[src/sv/crc32rs_pkg.sv]
`timescale 1ns / 1ps
`default_nettype none
// ----------------------------------------------------------------------------
// crc32rs_pkg
// Constants and the byte fold shared by the reflected CRC-32 stream unit.
// ----------------------------------------------------------------------------
package crc32rs_pkg;

  localparam int unsigned CrcWidth  = 32;
  localparam int unsigned ByteWidth = 8;

  localparam logic [CrcWidth-1:0] PolyReset = 32'hEDB8_8320;
  localparam logic [CrcWidth-1:0] CrcZero   = '0;

  typedef logic [CrcWidth-1:0]  crc_t;
  typedef logic [ByteWidth-1:0] byte_t;

  // Eight LSB-first shift steps of one byte against the reflected polynomial.
  function automatic crc_t fold_byte(input byte_t seed, input crc_t poly);
    crc_t v;
    v = {{(CrcWidth-ByteWidth){1'b0}}, seed};
    for (int k = 0; k < ByteWidth; k++) begin
      if (v[0]) begin
        v = (v >> 1) ^ poly;
      end else begin
        v = v >> 1;
      end
    end
    return v;
  endfunction

endpackage
`default_nettype wire

[src/sv/crc32_reflected_stream_unit.sv]
// A byte marked last goes through the input register, then the result register.
// One byte per cycle while in_stall is low; the eight shift-XOR steps sit between
// the input register and the accumulator/result register.
// Reset: clears the accumulator and both valid stages; polynomial returns to
// 0xEDB88320.
`timescale 1ns / 1ps
`default_nettype none
// ----------------------------------------------------------------------------
// crc32_reflected_stream_unit
// Running reflected CRC-32 over a byte stream, zero seed, no final XOR.
// ----------------------------------------------------------------------------
module crc32_reflected_stream_unit (
  input  wire logic        clk,
  input  wire logic        rst,
  input  wire logic        cfg_wr_en,
  input  wire logic [31:0] cfg_wr_data,
  input  wire logic        in_valid,
  output logic             in_stall,
  input  wire logic [7:0]  data_byte,
  input  wire logic        last,
  output logic             out_valid,
  input  wire logic        out_stall,
  output logic [31:0]      crc_value
);

  crc32rs_pkg::crc_t  polynomial;
  crc32rs_pkg::crc_t  crc_acc;
  crc32rs_pkg::crc_t  crc_next;
  crc32rs_pkg::byte_t s1_byte;
  logic               s1_last;
  logic               s1_valid;
  logic               out_free;
  logic               s1_advance;
  logic               in_take;

  assign out_free   = !out_valid || !out_stall;
  assign s1_advance = s1_valid && (!s1_last || out_free);
  assign in_stall   = s1_valid && !s1_advance;
  assign in_take    = in_valid && !in_stall;

  assign crc_next = {8'h00, crc_acc[31:8]}
                  ^ crc32rs_pkg::fold_byte(crc_acc[7:0] ^ s1_byte, polynomial);

  always_ff @(posedge clk) begin
    if (rst) begin
      polynomial <= crc32rs_pkg::PolyReset;
    end else if (cfg_wr_en) begin
      polynomial <= cfg_wr_data;
    end
  end

  // input register
  always_ff @(posedge clk) begin
    if (rst) begin
      s1_valid <= 1'b0;
    end else if (in_take) begin
      s1_valid <= 1'b1;
    end else if (s1_advance) begin
      s1_valid <= 1'b0;
    end
    if (in_take) begin
      s1_byte <= data_byte;
      s1_last <= last;
    end
  end

  // accumulator and result register
  always_ff @(posedge clk) begin
    if (rst) begin
      crc_acc   <= crc32rs_pkg::CrcZero;
      out_valid <= 1'b0;
    end else begin
      if (s1_advance) begin
        crc_acc <= s1_last ? crc32rs_pkg::CrcZero : crc_next;
      end
      if (s1_advance && s1_last) begin
        out_valid <= 1'b1;
      end else if (!out_stall) begin
        out_valid <= 1'b0;
      end
    end
    if (s1_advance && s1_last) begin
      crc_value <= crc_next;
    end
  end

`ifndef SYNTH
  a_last_gives_beat: assert property (@(posedge clk) disable iff (rst)
    (s1_advance && s1_last) |=> out_valid)
    else $error("last beat did not produce a result");

  a_last_clears_acc: assert property (@(posedge clk) disable iff (rst)
    (s1_advance && s1_last) |=> (crc_acc == crc32rs_pkg::CrcZero))
    else $error("accumulator not cleared after last beat");

  a_acc_holds: assert property (@(posedge clk) disable iff (rst)
    !s1_advance |=> $stable(crc_acc))
    else $error("accumulator changed without a beat");

  a_stall_needs_item: assert property (@(posedge clk) disable iff (rst)
    in_stall |-> (s1_valid && s1_last && out_valid && out_stall))
    else $error("input stalled without a blocked result");
`endif

endmodule
`default_nettype wire
[config.mk]
export PLATFORM = sky130hd
export DESIGN_NAME = crc32_reflected_stream_unit
export DESIGN_NICKNAME = d
export VERILOG_FILES = /design/src/sv/crc32rs_pkg.sv /design/src/sv/crc32_reflected_stream_unit.sv
export SDC_FILE = /design/constraint.sdc
export NUM_CORES = 1
export LEC_CHECK = 0
export ABC_AREA = 1
export BUFFER_PORTS_ARGS = -buffer_cell sky130_fd_sc_hd__buf_4
export CAP_MARGIN = 20
export CORE_MARGIN = 8
export CORE_UTILIZATION = 35
export CTS_CLUSTER_SIZE = 12
export DETAILED_ROUTE_END_ITERATION = 10
export GPL_ROUTABILITY_DRIVEN = 0
export HOLD_SLACK_MARGIN = 0.1
export SLEW_MARGIN = 20
export SYNTH_ARGS = -nofsm -noshare
export SYNTH_HDL_FRONTEND = slang
export SYNTH_SLANG_ARGS = --single-unit
[constraint.sdc]
create_clock -name clk -period 3.7 [get_ports clk]
set_clock_uncertainty 0.05 [all_clocks]
set_input_delay 0.37 -clock clk [delete_from_list [all_inputs] [get_ports clk]]
set_output_delay 0.37 -clock clk [all_outputs]
set_load 0.005 [all_outputs]
==> results.py <==
metrics = {
    "detailed_routing": {
        "via_count": 9723,
        "first_pass_iters": 5,
        "ant_nets": 0,
        "drc": 0,
        "drt-wirelength-per-cell_um": 15.3,
        "drt-total-wl_um": 30100,
        "drt_iter0_markers": 778,
        "vias_per_cell": 4.94,
    },
    "worst_setup_path": {
        "slowest_delay_ns": 0.41,
        "required_ns": 3.77,
        "rrSetupSlack_ns": 0.21,
        "endpoint_kind": "flop",
        "cpMostUsedCell": "nand2_1",
        "worstSetupPathType": "flop to flop",
        "cp-start-kind": "flop",
        "cp_max_fo": 10,
        "worstPathArrival_ns": 3.55,
        "cpMaxStageDelayCell": "edfxtp_1",
    },
    "global_routing": {
        "grt_max_degree": 49,
        "grt-ovfl-total": 0,
        "antenna_found_initial": 0,
        "grt_use_total_pct": 18.7,
        "first_global_vias": 9172,
        "grt_pass1_wl_um": 47200,
    },
    "cells_and_area": {
        "regArea_sq_um": 2550,
        "multiInputGateArea_sq_um": 5550,
        "layout.nets": 1673,
        "fillers": 2755,
        "antenna_cells": 0,
        "drive_above_1_share_pct": 11.6,
        "final_util_pct": 41.1,
        "final_area_sq_um": 10600,
        "area_growth_pct": 15.9,
        "layout_common_cells": "nand2_1 (589), nand3_1 (200), inv_1 (200)",
        "mostFrequentLayoutCell": "nand2_1",
    },
    "sta": {
        "whs_ns": 0.121,
        "max_freq_mhz": 287,
        "finalSetupViolCount": 0,
        "fin_ws_ns": 0.213,
        "finalCritPeriodShare_pct": 94.2,
        "hold_viol_final": 0,
        "slew_viol_final": 0,
        "tightestPinTransition_ns": 0.888,
        "slew_headroom_pct": 40.6,
        "min_period_ns": 3.49,
    },
    "yosys": {
        "ys_ff_latch": 107,
        "muxShareOfSynthArea_pct": 0,
        "yosysWarnings": 0,
        "synth-compound-area-share_pct": 7.52,
        "yosysSeqAreaShare_pct": 27.8,
        "synthAdderAreaFrac_pct": 0,
        "synth_simple_gate_area_share_pct": 45.8,
        "avgSynthCellArea_sq_um": 5.84,
        "yosysTopAreaCellShare_pct": 24.2,
        "synth_nets": 1617,
        "synth_top_family_by_area": "simple AND/OR/NAND/NOR gates",
        "synth_area_leaders": "nand2_1 (24%), dfxtp_1 (14%), edfxtp_1 (13%)",
        "synth_largest_area_cell": "nand2_1",
        "synth_xor_area_share_pct": 6.11,
        "synth_cells": 1571,
        "synth_area_sq_um": 9180,
        "yosysUniqueCellTypes": 29,
    },
    "floorplan": {
        "row_count": 59,
        "die_w_um": 178,
        "die_h_um": 178,
        "coreArea_sq_um": 25900,
        "start_util_pct": 35.4,
        "io_pins": 80,
        "die_area_sq_um": 31700,
    },
    "clock_tree": {
        "clockBufferDepth": 2,
        "clk_pin_slew_ns": 0.08,
        "cts_root_buffer": "clkbuf_16",
        "cts_sinks": 107,
        "clk_latency_ns": 0.37,
        "ctsHtreeMaxLevel": 3,
        "numCtsBuffers": 9,
        "cts_tree": "yes",
    },
    "place": {
        "pre_cts_ws_ns": 0.195,
        "placed_cell_area_sq_um": 10100,
        "dp_hpwl_um": 21000,
        "io_buffers": 79,
    },
    "power": {
        "p_leak_nw": 5.56,
        "power.density_nw_per_um2": 599,
        "power_mw": 6.37,
        "peakVddDrop_v": 0.000181,
    },
    "worst_hold_path": {
        "hold_path.class": "input port to flop",
    },
    "run": {
        "maxCapViolations": 0,
    },
    "run_status": {
        "status": "complete, no violations",
    },
}
==> per-layer routing <==
layer  routed length [um]  up-vias  GRT usage (%)
met1                13900     4401           25.4
li1                     -     4990              -
met5                    0        -              0
met4                  696        0           6.04
met2                13700      289           30.2
met3                 1810       43           2.53
==> cell usage after synthesis, drive strengths merged <==
library cell / n
a21oi: 63
and2: 3
buf: 34
clkbuf: 47
clkinv: 4
dfxtp: 66
edfxtp: 41
inv: 206
nand2: 607
nand3: 213
nand3b: 23
nand4: 2
nor2: 124
o21ai: 72
o21bai: 2
xnor2: 37
xor2: 27
==> cell families (layout without fill, tap and decap cells) <==
family,count (synthesis),after routing
buf+inv,291,351
flops,107,107
simple gates,972,973
xor+xnor,64,64
compound gates,137,137
==> critical path, delay by kind of cell (launching register included) <==
kind / cells / cell delay, ns
and+or+nand+nor: 20 / 2.10
buffers and inverters: 5 / 0.66
DFF: 1 / 0.41
==> sequential cells by signal, summed over array words and instances, names as in the netlist <==
name	cells
crc_value	32
s1_valid	1
s1_last	1
out_valid	1
crc_acc	32
polynomial	32
s1_byte	8
==> final timing paths <==
kind                            from                       to  depth (start not counted)
max             s1_byte[0]$_DFFE_PP_  crc_value[24]$_DFFE_PP_                         25
min                             last        s1_last$_DFFE_PP_                          1
max reg2reg     s1_byte[0]$_DFFE_PP_  crc_value[24]$_DFFE_PP_                         25
min reg2reg  crc_acc[7]$_SDFFE_PP0P_  crc_acc[7]$_SDFFE_PP0P_                          2
==> report_power, final <==
group | internal, mW | switching (mW) | leakage (nW) | total [mW]
Sequential | 1.43 | 0.115 | 0.925 | 1.54
Combinational | 1.42 | 2.46 | 4.51 | 3.88
Clock | 0.458 | 0.488 | 0.128 | 0.946
==> cell type report <==
| type | count | share of cell area [%] |
|---|---|---|
| clock buffers | 10 | 2.15 |
| inverters | 210 | 7.41 |
| clock inverters | 6 | 0.400 |
| multi-input cells | 1174 | 52.1 |
| flip-flops and latches | 107 | 24.0 |
| well taps | 335 | 3.94 |
| repair buffers | 125 | 9.95 |
==> per-stage QoR <==
stage,setup TNS [ns],instances
4_1_cts,0,1958
2_1_floorplan,0,1571
6_report,0,1967
3_5_place_dp,0,1942
5_1_grt,-0.0345,1967
3_3_place_gp,0,1942
==> repair_timing <==
item	in CTS	in global routing
setup buffers	0	4
endpoints found under the setup margin	0	62
hold buffers	0	0
endpoints found under the hold margin	0	0
gates resized for setup	0	30
Note: power is estimated with default switching activity, not from simulation.
